--- config.mk ---
export PLATFORM = sky130hd
export DESIGN_NAME = weighted_smooth_l1_loss_accumulator
export DESIGN_NICKNAME = d
export VERILOG_FILES = /design/src/design/wsla_pkg.sv /design/src/design/weighted_smooth_l1_loss_accumulator.sv /design/src/design/wsla_front.sv /design/src/design/wsla_queue.sv /design/src/design/wsla_back.sv
export SDC_FILE = /design/constraint.sdc
export NUM_CORES = 2
export LEC_CHECK = 0
export ABC_AREA = 1
export BUFFER_PORTS_ARGS = -buffer_cell sky130_fd_sc_hd__buf_2
export CAP_MARGIN = 10
export CORE_MARGIN = 8
export CORE_UTILIZATION = 55
export DETAILED_ROUTE_END_ITERATION = 10
export HOLD_SLACK_MARGIN = 0.08
export PLACE_DENSITY_LB_ADDON = 0.12
export SETUP_SLACK_MARGIN = 0.3
export SYNTH_ARGS = -nofsm -noshare
export SYNTH_HDL_FRONTEND = slang
export SYNTH_SLANG_ARGS = --single-unit
--- constraint.sdc ---
create_clock -name clk -period 6.92 [get_ports clk]
set_clock_uncertainty 0.05 [all_clocks]
set_input_delay 0.692 -clock clk [delete_from_list [all_inputs] [get_ports clk]]
set_output_delay 0.692 -clock clk [all_outputs]
set_load 0.01 [all_outputs]
--- src/design/wsla_pkg.sv ---
`timescale 1ns / 1ps
// ----------------------------------------------------------------------------
// wsla_pkg
// Shared types and constants of the weighted smooth-L1 loss accumulator.
// ----------------------------------------------------------------------------
package wsla_pkg;

	localparam int MAX_ITEMS_LOG2 = 24;

	localparam int WSUM_SH = MAX_ITEMS_LOG2 + 16;
	localparam logic [39:0] WSUM_MAX = (WSUM_SH >= 40) ? 40'hFF_FFFF_FFFF :
		40'((64'd1 << WSUM_SH) - 64'd1);

	localparam logic [47:0] LOSS_MAX    = 48'hFFFF_FFFF_FFFF;
	localparam logic [15:0] ONE_Q8_8    = 16'd256;
	localparam logic [23:0] HALF_Q16_16 = 24'h00_8000;

	// restoring divide of a Q24.24 sum shifted up by 8 bits
	localparam int DIV_STEPS = 56;
	localparam int CNT_W     = $clog2(DIV_STEPS);
	localparam logic [CNT_W-1:0] DIV_LAST = CNT_W'(DIV_STEPS - 1);

	localparam logic REG_SIZE_AVERAGE = 1'b0;
	localparam logic REG_USE_WEIGHTS  = 1'b1;

	localparam int QUEUE_DEPTH = 4;
	localparam int QPTR_W      = $clog2(QUEUE_DEPTH);

	// one classified element handed from front to back
	typedef struct packed {
		logic [39:0] prod;
		logic [15:0] weight;
		logic        last;
	} entry_t;

	typedef enum logic {
		BK_ACC,
		BK_DIV
	} back_state_t;

endpackage

--- src/design/weighted_smooth_l1_loss_accumulator.sv ---
`timescale 1ns / 1ps
// ----------------------------------------------------------------------------
// weighted_smooth_l1_loss_accumulator
// Streams prediction/target/weight elements and reports the Huber loss sum, or its average over the weight total.
// ----------------------------------------------------------------------------
// Usage:
// s_* carries one element per request: prediction, target and weight in
// s_tdata, s_tlast on the final element of a tensor. m_* returns one result
// per tensor: loss and weight total in m_tdata, saturation flag in m_tuser.
// Elements that are not last are taken one per cycle while the queue has room;
// the front pipeline is three stages deep and feeds a four-entry queue that
// the accumulator drains at one element per cycle except while it divides.
// A last element raises m_tvalid once it has passed the front stages and the
// queue and, when averaging divides by a nonzero weight total, only after a
// restoring divider that retires one quotient bit per cycle; elements queue up behind it.
// A stalled m_tready holds the result; the next tensor keeps accumulating
// and only its own last element waits for the result register.
// cfg_we writes size_average (index 0) or use_weights (index 1).
// Reset clears the accumulators, the queue and the output valid; size_average
// resets to 1 and use_weights to 0.
// ----------------------------------------------------------------------------
module weighted_smooth_l1_loss_accumulator
	import wsla_pkg::*;
(
	input  logic        clk,
	input  logic        arst_n,
	input  logic        cfg_we,
	input  logic        cfg_index,
	input  logic        cfg_data,
	input  logic        s_tvalid,
	output logic        s_tready,
	input  logic [47:0] s_tdata,   // prediction[15:0], target_value[31:16], elem_weight[47:32]
	input  logic        s_tlast,   // last_elem
	output logic        m_tvalid,
	input  logic        m_tready,
	output logic [87:0] m_tdata,   // loss[47:0], weight_total[87:48]
	output logic        m_tuser    // saturated
);

	logic   size_average_q;
	logic   use_weights_q;
	logic   push, queue_ready, pop, head_valid;
	entry_t push_entry, head;
	logic [47:0] loss;
	logic [39:0] weight_total;

	always_ff @(posedge clk or negedge arst_n) begin
		if (!arst_n) begin
			size_average_q <= 1'b1;
			use_weights_q  <= 1'b0;
		end else if (cfg_we) begin
			unique case (cfg_index)
				REG_SIZE_AVERAGE: size_average_q <= cfg_data;
				REG_USE_WEIGHTS:  use_weights_q  <= cfg_data;
				default: ;
			endcase
		end
	end

	wsla_front u_front (
		.clk         (clk),
		.arst_n      (arst_n),
		.use_weights (use_weights_q),
		.in_valid    (s_tvalid),
		.in_ready    (s_tready),
		.prediction  (s_tdata[15:0]),
		.target_value(s_tdata[31:16]),
		.elem_weight (s_tdata[47:32]),
		.last_elem   (s_tlast),
		.push        (push),
		.push_entry  (push_entry),
		.queue_ready (queue_ready)
	);

	wsla_queue u_queue (
		.clk       (clk),
		.arst_n    (arst_n),
		.push      (push),
		.push_entry(push_entry),
		.not_full  (queue_ready),
		.pop       (pop),
		.not_empty (head_valid),
		.head      (head)
	);

	wsla_back u_back (
		.clk         (clk),
		.arst_n      (arst_n),
		.size_average(size_average_q),
		.head_valid  (head_valid),
		.head        (head),
		.pop         (pop),
		.out_valid   (m_tvalid),
		.out_ready   (m_tready),
		.loss        (loss),
		.weight_total(weight_total),
		.saturated   (m_tuser)
	);

	assign m_tdata = {weight_total, loss};

endmodule

--- src/design/wsla_front.sv ---
`timescale 1ns / 1ps
// ----------------------------------------------------------------------------
// wsla_front
// Input stage: absolute difference, Huber term and weighted product.
// ----------------------------------------------------------------------------
module wsla_front
	import wsla_pkg::*;
(
	input  logic        clk,
	input  logic        arst_n,
	input  logic        use_weights,
	input  logic        in_valid,
	output logic        in_ready,
	input  logic [15:0] prediction,
	input  logic [15:0] target_value,
	input  logic [15:0] elem_weight,
	input  logic        last_elem,
	output logic        push,
	output entry_t      push_entry,
	input  logic        queue_ready
);

	logic        v_s1, v_s2, v_s3;
	logic [15:0] z_s1;
	logic [15:0] w_s1, w_s2, w_s3;
	logic        last_s1, last_s2, last_s3;
	logic [23:0] term_s2;
	logic [39:0] prod_s3;

	logic        adv1, adv2, adv3;
	logic [16:0] diff;
	logic [16:0] abs_diff;
	logic [15:0] zz;
	logic [23:0] term;

	assign adv3     = !v_s3 || queue_ready;
	assign adv2     = !v_s2 || adv3;
	assign adv1     = !v_s1 || adv2;
	assign in_ready = adv1;

	assign diff     = {prediction[15], prediction} - {target_value[15], target_value};
	assign abs_diff = diff[16] ? (~diff + 17'd1) : diff;

	// z below 1.0 squares only its fraction byte
	assign zz   = z_s1[7:0] * z_s1[7:0];
	assign term = (z_s1 < ONE_Q8_8) ? {9'd0, zz[15:1]} : ({z_s1, 8'd0} - HALF_Q16_16);

	always_ff @(posedge clk or negedge arst_n) begin
		if (!arst_n) begin
			v_s1 <= 1'b0;
			v_s2 <= 1'b0;
			v_s3 <= 1'b0;
		end else begin
			if (adv1) v_s1 <= in_valid;
			if (adv2) v_s2 <= v_s1;
			if (adv3) v_s3 <= v_s2;
		end
	end

	always_ff @(posedge clk) begin
		if (adv1) begin
			z_s1    <= abs_diff[15:0];
			w_s1    <= use_weights ? elem_weight : ONE_Q8_8;
			last_s1 <= last_elem;
		end
		if (adv2) begin
			term_s2 <= term;
			w_s2    <= w_s1;
			last_s2 <= last_s1;
		end
		if (adv3) begin
			prod_s3 <= term_s2 * w_s2;
			w_s3    <= w_s2;
			last_s3 <= last_s2;
		end
	end

	assign push              = v_s3 && queue_ready;
	assign push_entry.prod   = prod_s3;
	assign push_entry.weight = w_s3;
	assign push_entry.last   = last_s3;

endmodule

--- src/design/wsla_queue.sv ---
`timescale 1ns / 1ps
// ----------------------------------------------------------------------------
// wsla_queue
// Short first-in first-out queue between the front and back parts.
// ----------------------------------------------------------------------------
module wsla_queue
	import wsla_pkg::*;
(
	input  logic   clk,
	input  logic   arst_n,
	input  logic   push,
	input  entry_t push_entry,
	output logic   not_full,
	input  logic   pop,
	output logic   not_empty,
	output entry_t head
);

	entry_t              slots_q [QUEUE_DEPTH];
	logic [QPTR_W-1:0]   wr_q, rd_q;
	logic [QPTR_W:0]     count_q;

	assign not_full  = count_q != (QPTR_W+1)'(QUEUE_DEPTH);
	assign not_empty = count_q != '0;
	assign head      = slots_q[rd_q];

	always_ff @(posedge clk or negedge arst_n) begin
		if (!arst_n) begin
			wr_q    <= '0;
			rd_q    <= '0;
			count_q <= '0;
		end else begin
			if (push) wr_q <= wr_q + 1'b1;
			if (pop)  rd_q <= rd_q + 1'b1;
			if (push && !pop)      count_q <= count_q + 1'b1;
			else if (pop && !push) count_q <= count_q - 1'b1;
		end
	end

	always_ff @(posedge clk) begin
		if (push) slots_q[wr_q] <= push_entry;
	end

endmodule

--- src/design/wsla_back.sv ---
`timescale 1ns / 1ps
// ----------------------------------------------------------------------------
// wsla_back
// Saturating accumulators, final averaging divide and result register.
// ----------------------------------------------------------------------------
module wsla_back
	import wsla_pkg::*;
(
	input  logic        clk,
	input  logic        arst_n,
	input  logic        size_average,
	input  logic        head_valid,
	input  entry_t      head,
	output logic        pop,
	output logic        out_valid,
	input  logic        out_ready,
	output logic [47:0] loss,
	output logic [39:0] weight_total,
	output logic        saturated
);

	back_state_t state_q, state_d;

	logic [47:0] lsum_q;
	logic [39:0] wsum_q;
	logic        ovf_q;

	logic [55:0]      dq_q;
	logic [39:0]      div_d_q;
	logic [39:0]      rem_q;
	logic [CNT_W-1:0] cnt_q;
	logic [39:0]      res_w_q;
	logic             res_sat_q;

	logic        out_v_q;
	logic [47:0] out_loss_q;
	logic [39:0] out_w_q;
	logic        out_sat_q;

	logic [48:0] lsum_add;
	logic [40:0] wsum_add;
	logic        lovf, wovf;
	logic [47:0] lsum_new;
	logic [39:0] wsum_new;
	logic        sat_new;
	logic        start_div;
	logic [40:0] rem_sh;
	logic        ge;
	logic [40:0] rem_next;
	logic [55:0] quo_next;
	logic        div_done;

	assign lsum_add = {1'b0, lsum_q} + {9'd0, head.prod};
	assign lovf     = lsum_add[48];
	assign lsum_new = lovf ? LOSS_MAX : lsum_add[47:0];
	assign wsum_add = {1'b0, wsum_q} + {25'd0, head.weight};
	assign wovf     = wsum_add > {1'b0, WSUM_MAX};
	assign wsum_new = wovf ? WSUM_MAX : wsum_add[39:0];
	assign sat_new  = ovf_q || lovf || wovf;

	assign rem_sh   = {rem_q, dq_q[55]};
	assign ge       = rem_sh >= {1'b0, div_d_q};
	assign rem_next = ge ? (rem_sh - {1'b0, div_d_q}) : rem_sh;
	assign quo_next = {dq_q[54:0], ge};

	// a last element waits until the result register is free
	always_comb begin
		pop       = 1'b0;
		start_div = 1'b0;
		div_done  = 1'b0;
		unique case (state_q)
			BK_ACC: begin
				pop       = head_valid && (!head.last || !out_v_q);
				start_div = pop && head.last && size_average && (wsum_new != '0);
			end
			BK_DIV: begin
				div_done = cnt_q == DIV_LAST;
			end
			default: ;
		endcase
	end

	always_comb begin
		state_d = state_q;
		unique case (state_q)
			BK_ACC:  if (start_div) state_d = BK_DIV;
			BK_DIV:  if (div_done)  state_d = BK_ACC;
			default: state_d = BK_ACC;
		endcase
	end

	always_ff @(posedge clk or negedge arst_n) begin
		if (!arst_n) begin
			state_q <= BK_ACC;
			lsum_q  <= '0;
			wsum_q  <= '0;
			ovf_q   <= 1'b0;
			out_v_q <= 1'b0;
			cnt_q   <= '0;
		end else begin
			state_q <= state_d;
			if (out_v_q && out_ready) out_v_q <= 1'b0;
			if (pop) begin
				if (head.last) begin
					lsum_q <= '0;
					wsum_q <= '0;
					ovf_q  <= 1'b0;
					if (!start_div) out_v_q <= 1'b1;
				end else begin
					lsum_q <= lsum_new;
					wsum_q <= wsum_new;
					ovf_q  <= sat_new;
				end
			end
			if (start_div) cnt_q <= '0;
			else if (state_q == BK_DIV) cnt_q <= cnt_q + 1'b1;
			if (div_done) out_v_q <= 1'b1;
		end
	end

	always_ff @(posedge clk) begin
		if (start_div) begin
			dq_q      <= {lsum_new, 8'd0};
			div_d_q   <= wsum_new;
			rem_q     <= '0;
			res_w_q   <= wsum_new;
			res_sat_q <= sat_new;
		end else if (state_q == BK_DIV) begin
			dq_q  <= quo_next;
			rem_q <= rem_next[39:0];
		end
		if (pop && head.last && !start_div) begin
			out_loss_q <= lsum_new;
			out_w_q    <= wsum_new;
			out_sat_q  <= sat_new;
		end else if (div_done) begin
			// quotient beyond 48 bits clamps
			out_loss_q <= (quo_next[55:48] != '0) ? LOSS_MAX : quo_next[47:0];
			out_w_q    <= res_w_q;
			out_sat_q  <= res_sat_q || (quo_next[55:48] != '0);
		end
	end

	assign out_valid    = out_v_q;
	assign loss         = out_loss_q;
	assign weight_total = out_w_q;
	assign saturated    = out_sat_q;

endmodule
; ---- Word level (Yosys, flattened, before mapping)
; Memories as Yosys holds them, arrays and structs flattened.
; Index checks and enable logic that the tools add are counted.
[word_totals]
out_inout_bits = 91
inputBits = 56
mem_count = 1
register_bits = 466
mem_bits_rw = 228
[mem_list]
columns = name, depth, width, read_ports, rd_clocked_by_memory_dff, write_ports, line
row1 = u_queue.slots_q, 4, 57, 1, 0, 1, wsla_queue.sv:19  ; entry_t slots_q [QUEUE_DEPTH];
[classes]
n_reduce_logical = 33
order_cmp = 3
addsub = 11
mux = 34
eq_ne = 2
bitwise = 3
mul = 2
[op_table]
columns = cell, n
row1 = 48-bit 2-to-1 mux, 5
row2 = 40-bit 2-to-1 mux, 5
row3 = 56-bit 2-to-1 mux, 2
row4 = 48-bit by 40-bit adder with 49-bit output, 1
row5 = 40-bit by 16-bit adder with 41-bit output, 1
row6 = 41-bit by 40-bit >= comparator with 1-bit output, 1
row7 = 41-bit by 40-bit greater-than comparator with 1-bit output (second input constant), 1
row8 = 24-bit by 16-bit multiplier with 40-bit output, 1
row9 = 40-bit nonzero test, 1
row10 = 40-bit subtractor, 1
row11 = 24-bit by 16-bit subtractor with 24-bit output (second input constant), 1
row12 = 16-bit by 16-bit subtractor with 17-bit output, 1
row13 = 16-bit by 1-bit adder with 16-bit output (second input constant), 1
row14 = 16-bit by 9-bit < comparator with 1-bit output (second input constant), 1
row15 = 8-bit by 8-bit multiplier with 16-bit output, 1
row16 = 16-bit 2-to-1 mux, 1
row17 = 16-bit inverter, 1
row18 = 1-bit 2-to-1 mux, 15
row19 = 15-bit 2-to-1 mux, 1
row20 = 6-bit 2-to-1 mux, 2
row21 = 1-bit logical AND, 10
row22 = 1-bit logical NOT, 8
row23 = 8-bit nonzero test, 1
row24 = 1-bit logical OR, 7
row25 = other kinds (12), 18

; ---- Depth between registers and ports, before layout
; An unclocked memory read counts as a cell.
[depth]
ltp_word = 12
depth_mapped = 30
depth_no_buf = 28

; ---- Modules after synthesis
; Synthesis repeated with hierarchy kept, for this count alone.
[hier_totals]
cells_unflattened = 6188
hier_area_um2 = 51655.8
[by_module_without_submodules]
columns = mod, cells_per_inst, area_per_inst_um2, n_inst, seq_area_each_um2
row1 = wsla_back, 3027, 21774.6, 1, 8733.4
row2 = wsla_front, 2436, 20171.8, 1, 3948.8
row3 = wsla_queue, 714, 9621.7, 1, 7021.7
row4 = weighted_smooth_l1_loss_accumulator, 11, 87.6, 1, 51.3

; ---- Worst setup path before layout
; Ideal clock, no wire load.
[synth_path]
path_type = register to register
startpoint = register u_queue.rd_q[0]
endpoint = register u_back.out_loss_q[0] (netlist: u_back.loss[0]) (enable)
setup_time_ps = 450
n_path_buf = 3
arrival_time_ps = 5536
t_required_ps = 6420
path_stages_with_launch = 29
slack_ps = 884
cell_sequence = dfrtp_1 > inv_1 > clkbuf_1 > buf_1 > nor2_1 > o22ai_1 > ha_1 > inv_1 > fa_1 > inv_1 > nand2_1 > nand2_1 > nand3_1 > nand2_1 > nand2_1 > nand2_2 > nand2_1 > o21ai_2 > inv_2 > nor2_1 > nand2_1 > nor2_1 > nand2_1 > nor2_2 > nand2_2 > nand2_4 > nand2_4 > buf_2 > nand2_1
[synth_lines]
columns = item, line
row1 = "start, declared", wsla_queue.sv:20  ; logic [QPTR_W-1:0] wr_q, rd_q;
row2 = "start signal, assigned", wsla_queue.sv:34  ; if (pop) rd_q <= rd_q + 1'b1;
row3 = memory 4 x 57 bit *, --
row4 = 40-bit by 16-bit adder with 41-bit output *, wsla_back.sv:56  ; assign wsum_add = {1'b0, wsum_q} + {25'd0, head.weight};
row5 = 41-bit by 40-bit greater-than comparator with 1-bit output, wsla_back.sv:57  ; assign wovf = wsum_add > {1'b0, WSUM_MAX};
row6 = 40-bit 2-to-1 mux *, wsla_back.sv:58  ; assign wsum_new = wovf ? WSUM_MAX : wsum_add[39:0];
row7 = net u_back.wsum_new[32], wsla_back.sv:44  ; logic [39:0] wsum_new;
row8 = 40-bit nonzero test *, wsla_back.sv:74  ; start_div = pop && head.last && size_average && (wsum_new != '0);
row9 = 1-bit logical AND *, wsla_back.sv:74
row10 = 1-bit 2-to-1 mux *, wsla_back.sv:71  ; unique case (state_q)
row11 = 1-bit logical NOT *, --
row12 = 1-bit logical AND *, wsla_back.sv:132  ; if (pop && head.last && !start_div) begin
row13 = 2-bit nonzero test (no source line) *, --
row14 = "end signal, assigned", wsla_back.sv:133  ; out_loss_q <= lsum_new;
row15 = "end signal, assigned", wsla_back.sv:138  ; out_loss_q <= (quo_next[55:48] != '0) ? LOSS_MAX : quo_next[47:0];
row16 = "end, declared", wsla_back.sv:36  ; logic [47:0] out_loss_q;
; The timed path passes the listed nets; every way through them passes the cells marked *.
; A chain may end at the register's enable or synchronous reset.

; ---- Worst setup path in the final report
[layout_path]
startpoint = register u_front.w_s2[12]
endpoint = register u_front.prod_s3[39], data pin
[layout_via]
elab_chain_len = 1
[layout_lines]
columns = item, line
row1 = "start, declared", wsla_front.sv:25  ; logic [15:0] w_s1, w_s2, w_s3;
row2 = "start signal, assigned", wsla_front.sv:68  ; w_s2 <= w_s1;
row3 = 24-bit by 16-bit multiplier with 40-bit output, wsla_front.sv:72  ; prod_s3 <= term_s2 * w_s2;
row4 = "end signal, assigned", wsla_front.sv:72
row5 = "end, declared", wsla_front.sv:28  ; logic [39:0] prod_s3;
; No other way between the ends.

==> flow_summary.ini <==
[die]
die_x_um = 317
start_util_pct = 55.4
num_rows = 110
fp.dieH_um = 317
die_area_um2 = 100000
core-area_um2 = 89900
pin_count = 147

[cells_and_area]
diodes = 0
drive_above_1_share_pct = 7.32
final_area_um2 = 54700
area_growth_syn_to_layout_pct = 10.0
postLayoutCoreUtil_pct = 60.9
fin_nets = 6652

[yosys]
synth_compound_area_share_pct = 8.63
ys_types = 55
avgSynthCellArea_um2 = 8.45
synth-seq-cells = 688
yosys.area_share.simple_pct = 20.0
synth_area_leaders = edfxtp_1 32%, fa_1 13%, nand2_1 12%
synth_top_area_share_pct = 32.0
synth_top_family_by_area = simple AND/OR/NAND/NOR gates
async_reset_ff_share_pct = 15.8
yosysSeqAreaShare_pct = 39.5
yosys.area.top_type = edfxtp_1
synthAdderAreaFrac_pct = 19.6
yosys-mux-area-fraction_pct = 0
syn_inst = 5887
yosys.cell_count.top_type = nand2_1
synth_edf_count = 531
synth_ff_type = edfxtp_1
synth_common_cells = 1552 x nand2_1, 1050 x inv_1, 531 x edfxtp_1, 440 x nor2_1, 330 x fa_1
syn_area_um2 = 49800
synth_xor_xnor_area_share_pct = 2.46
yosysWarnings = 0

[timing]
setup_tns_ns = 0
setup_viol = 0
slew_violations = 0
min_period_over_period_pct = 91.8
layout_min_cycle_time_ns = 6.35
worst_slew_pin_slew_ns = 1.13
rsz0062_at_grt = true
timing.fmax_mhz = 157
relSlewSlack_pct = 24.8
hold_viol_final = 0

[worst_setup_path]
cp-endpoint = u_front.prod_s3[39]
cp-start-kind = flop
worst_path_most_repeated_cell = fa_1
startpoint = u_front.w_s2[12]
cp-end-kind = flop
crit_chain = buf_4 -> nand2_1 -> inv_1 -> fa_1 -> fa_1 -> fa_1 -> fa_1 -> fa_1 -> fa_1 -> ha_1 -> a21oi_1 -> inv_1 -> a31oi_1 -> o21ai_0 -> a31oi_1 -> nand3_1 -> a21oi_1 -> nor2_1 -> nor2_1 -> xnor2_1
cp_data_required_time_ns = 7.24
cp_top_family = adder cells
cp.arrival_ns = 6.68
r2r_slack_ns = 0.57
cp_slowest_cell = edfxtp_1
r2r_cells = 20
reg2reg_to = u_front.prod_s3[39]
path_buf_inv = 3
worst_r2r_startpoint = u_front.w_s2[12]
slowest_delay_ns = 0.65
worst-setup-path-type = flop to flop
critPathMaxFanout = 14
crit_cells = 20

[routing]
drt-total-wl_um = 131000
antenna_left = 0
wl_per_cell_um = 18.0
firstDrtPassIters = 5
drt_iter0_drc = 3261
vias = 39600
drcViolationCount = 0
viasPerCell = 5.46

[grt]
antenna_found_initial = 0
overflow = 0
grt_pass1_wl_um = 209000
use_met1_pct = 35.3
grt_usage_pct = 26.1
first_global_vias = 39000
top_usage_layer = met2
grt_use_met2_pct = 43.8
met3_usage_pct = 3.05
grt_max_degree = 95

[clock_tree]
cts-root-buf = clkbuf_16
clk_pin_slew_ns = 0.06
cts_tree = built
htree_levels = 3
clk_latency_ns = 0.65
cts_hold_buffers = 0
clock-sinks = 688
cts_made_buffers = 76
cts_max_path_buffers = 3

[worst_hold_path]
holdCritPathClass = input pin to asynchronous set/reset pin

[place]
io_buffers = 146
finalWeightedCongestion = 0.926
placed_cell_area_um2 = 51700
dp_hpwl_um = 98000

[status]
outcome = finished clean

[run]
drv_cap = 0
-- through the flow --
stage | hold slack, ns | setup WS (ns) | instances
final | 0.0898 | 0.565 | 7253
after floorplan | 0.346 | 0.884 | 5895
after global placement | 0.351 | 0.161 | 7054
after global routing | 0.139 | 0.251 | 7253
after detailed placement | 0.355 | 0.265 | 7054
after CTS | 0.101 | 0.343 | 7198
-- sequential cells by signal, summed over array words and instances (netlist names), 23 cells and up --
| signal | cells |
|---|---|
| u_back.dq_q | 56 |
| u_front.term_s2 | 23 |
| u_back.wsum_q | 40 |
| u_back.lsum_q | 48 |
| u_back.weight_total | 40 |
| u_front.prod_s3 | 39 |
| u_back.loss | 48 |
| u_back.rem_q | 40 |
| u_back.div_d_q | 40 |
| u_queue.slots_q | 224 |
-- cells in the final DEF (no fill, tap or decap), types with 78 or more instances in the layout --
cell	n
dfrtp_1	106
clkbuf_16	78
o21ai_0	309
ha_1	252
nand2_1	1550
nand4_1	91
edfxtp_1	531
a21oi_1	201
buf_2	145
buf_4	117
inv_1	1047
fa_1	330
nand3_1	264
xor2_1	96
nor2_1	432
-- cell type report --
class	instances	area, um^2
timing repair buffer	275	1860
fill	7924	35100
multi-input combinational	3921	25300
clock inverter	42	400
sequential	688	19600
inverter	1052	3950
tap	1176	1470
clock buffer	99	2080
-- timing repair --
action | in CTS | in global routing
setup endpoints to repair | 2 | 16
resized for setup | 0 | 3
setup buffers | 3 | 55
-- metal layers --
layer	share of wire, %	up-vias
met3	5.6	251
met5	0	-
li1	-	19100
met1	43	19100
met4	3.3	0
met2	48	1226
-- kinds of logic (layout without fill, tap and decap cells) --
family          Yosys count  in the layout
flops                   688            688
simple gates           2441           2441
buf+inv                1286           1468
xor+xnor                140            140
compound gates          748            748
other cells               2             10
fa+ha+maj               582            582
-- how the worst min path moves through the flow --
stage | from | endpoint | cells after the start
finish | arst_n | use_weights_q | 1
global route | arst_n | use_weights_q | 1
CTS | arst_n | use_weights_q | 1
detailed placement | u_front.w_s1[12] | u_front.w_s2[12] | 0
global placement | u_front.w_s1[12] | u_front.w_s2[12] | 0
floorplan | arst_n | u_back.cnt_q[0] | 0
-- worst reg2reg max path, delay by kind of cell (launching register included) --
kind	cells	cell delay [ns]
fa+ha+maj	7	3.52
xor+xnor	1	0.08
flops	1	0.65
buf+inv	3	0.42
compound gates	5	0.97
simple gates	4	0.41
Power is left out: the tool's default activity adds up to more than one toggle a clock period on the data nets, which glitch-free logic cannot reach.
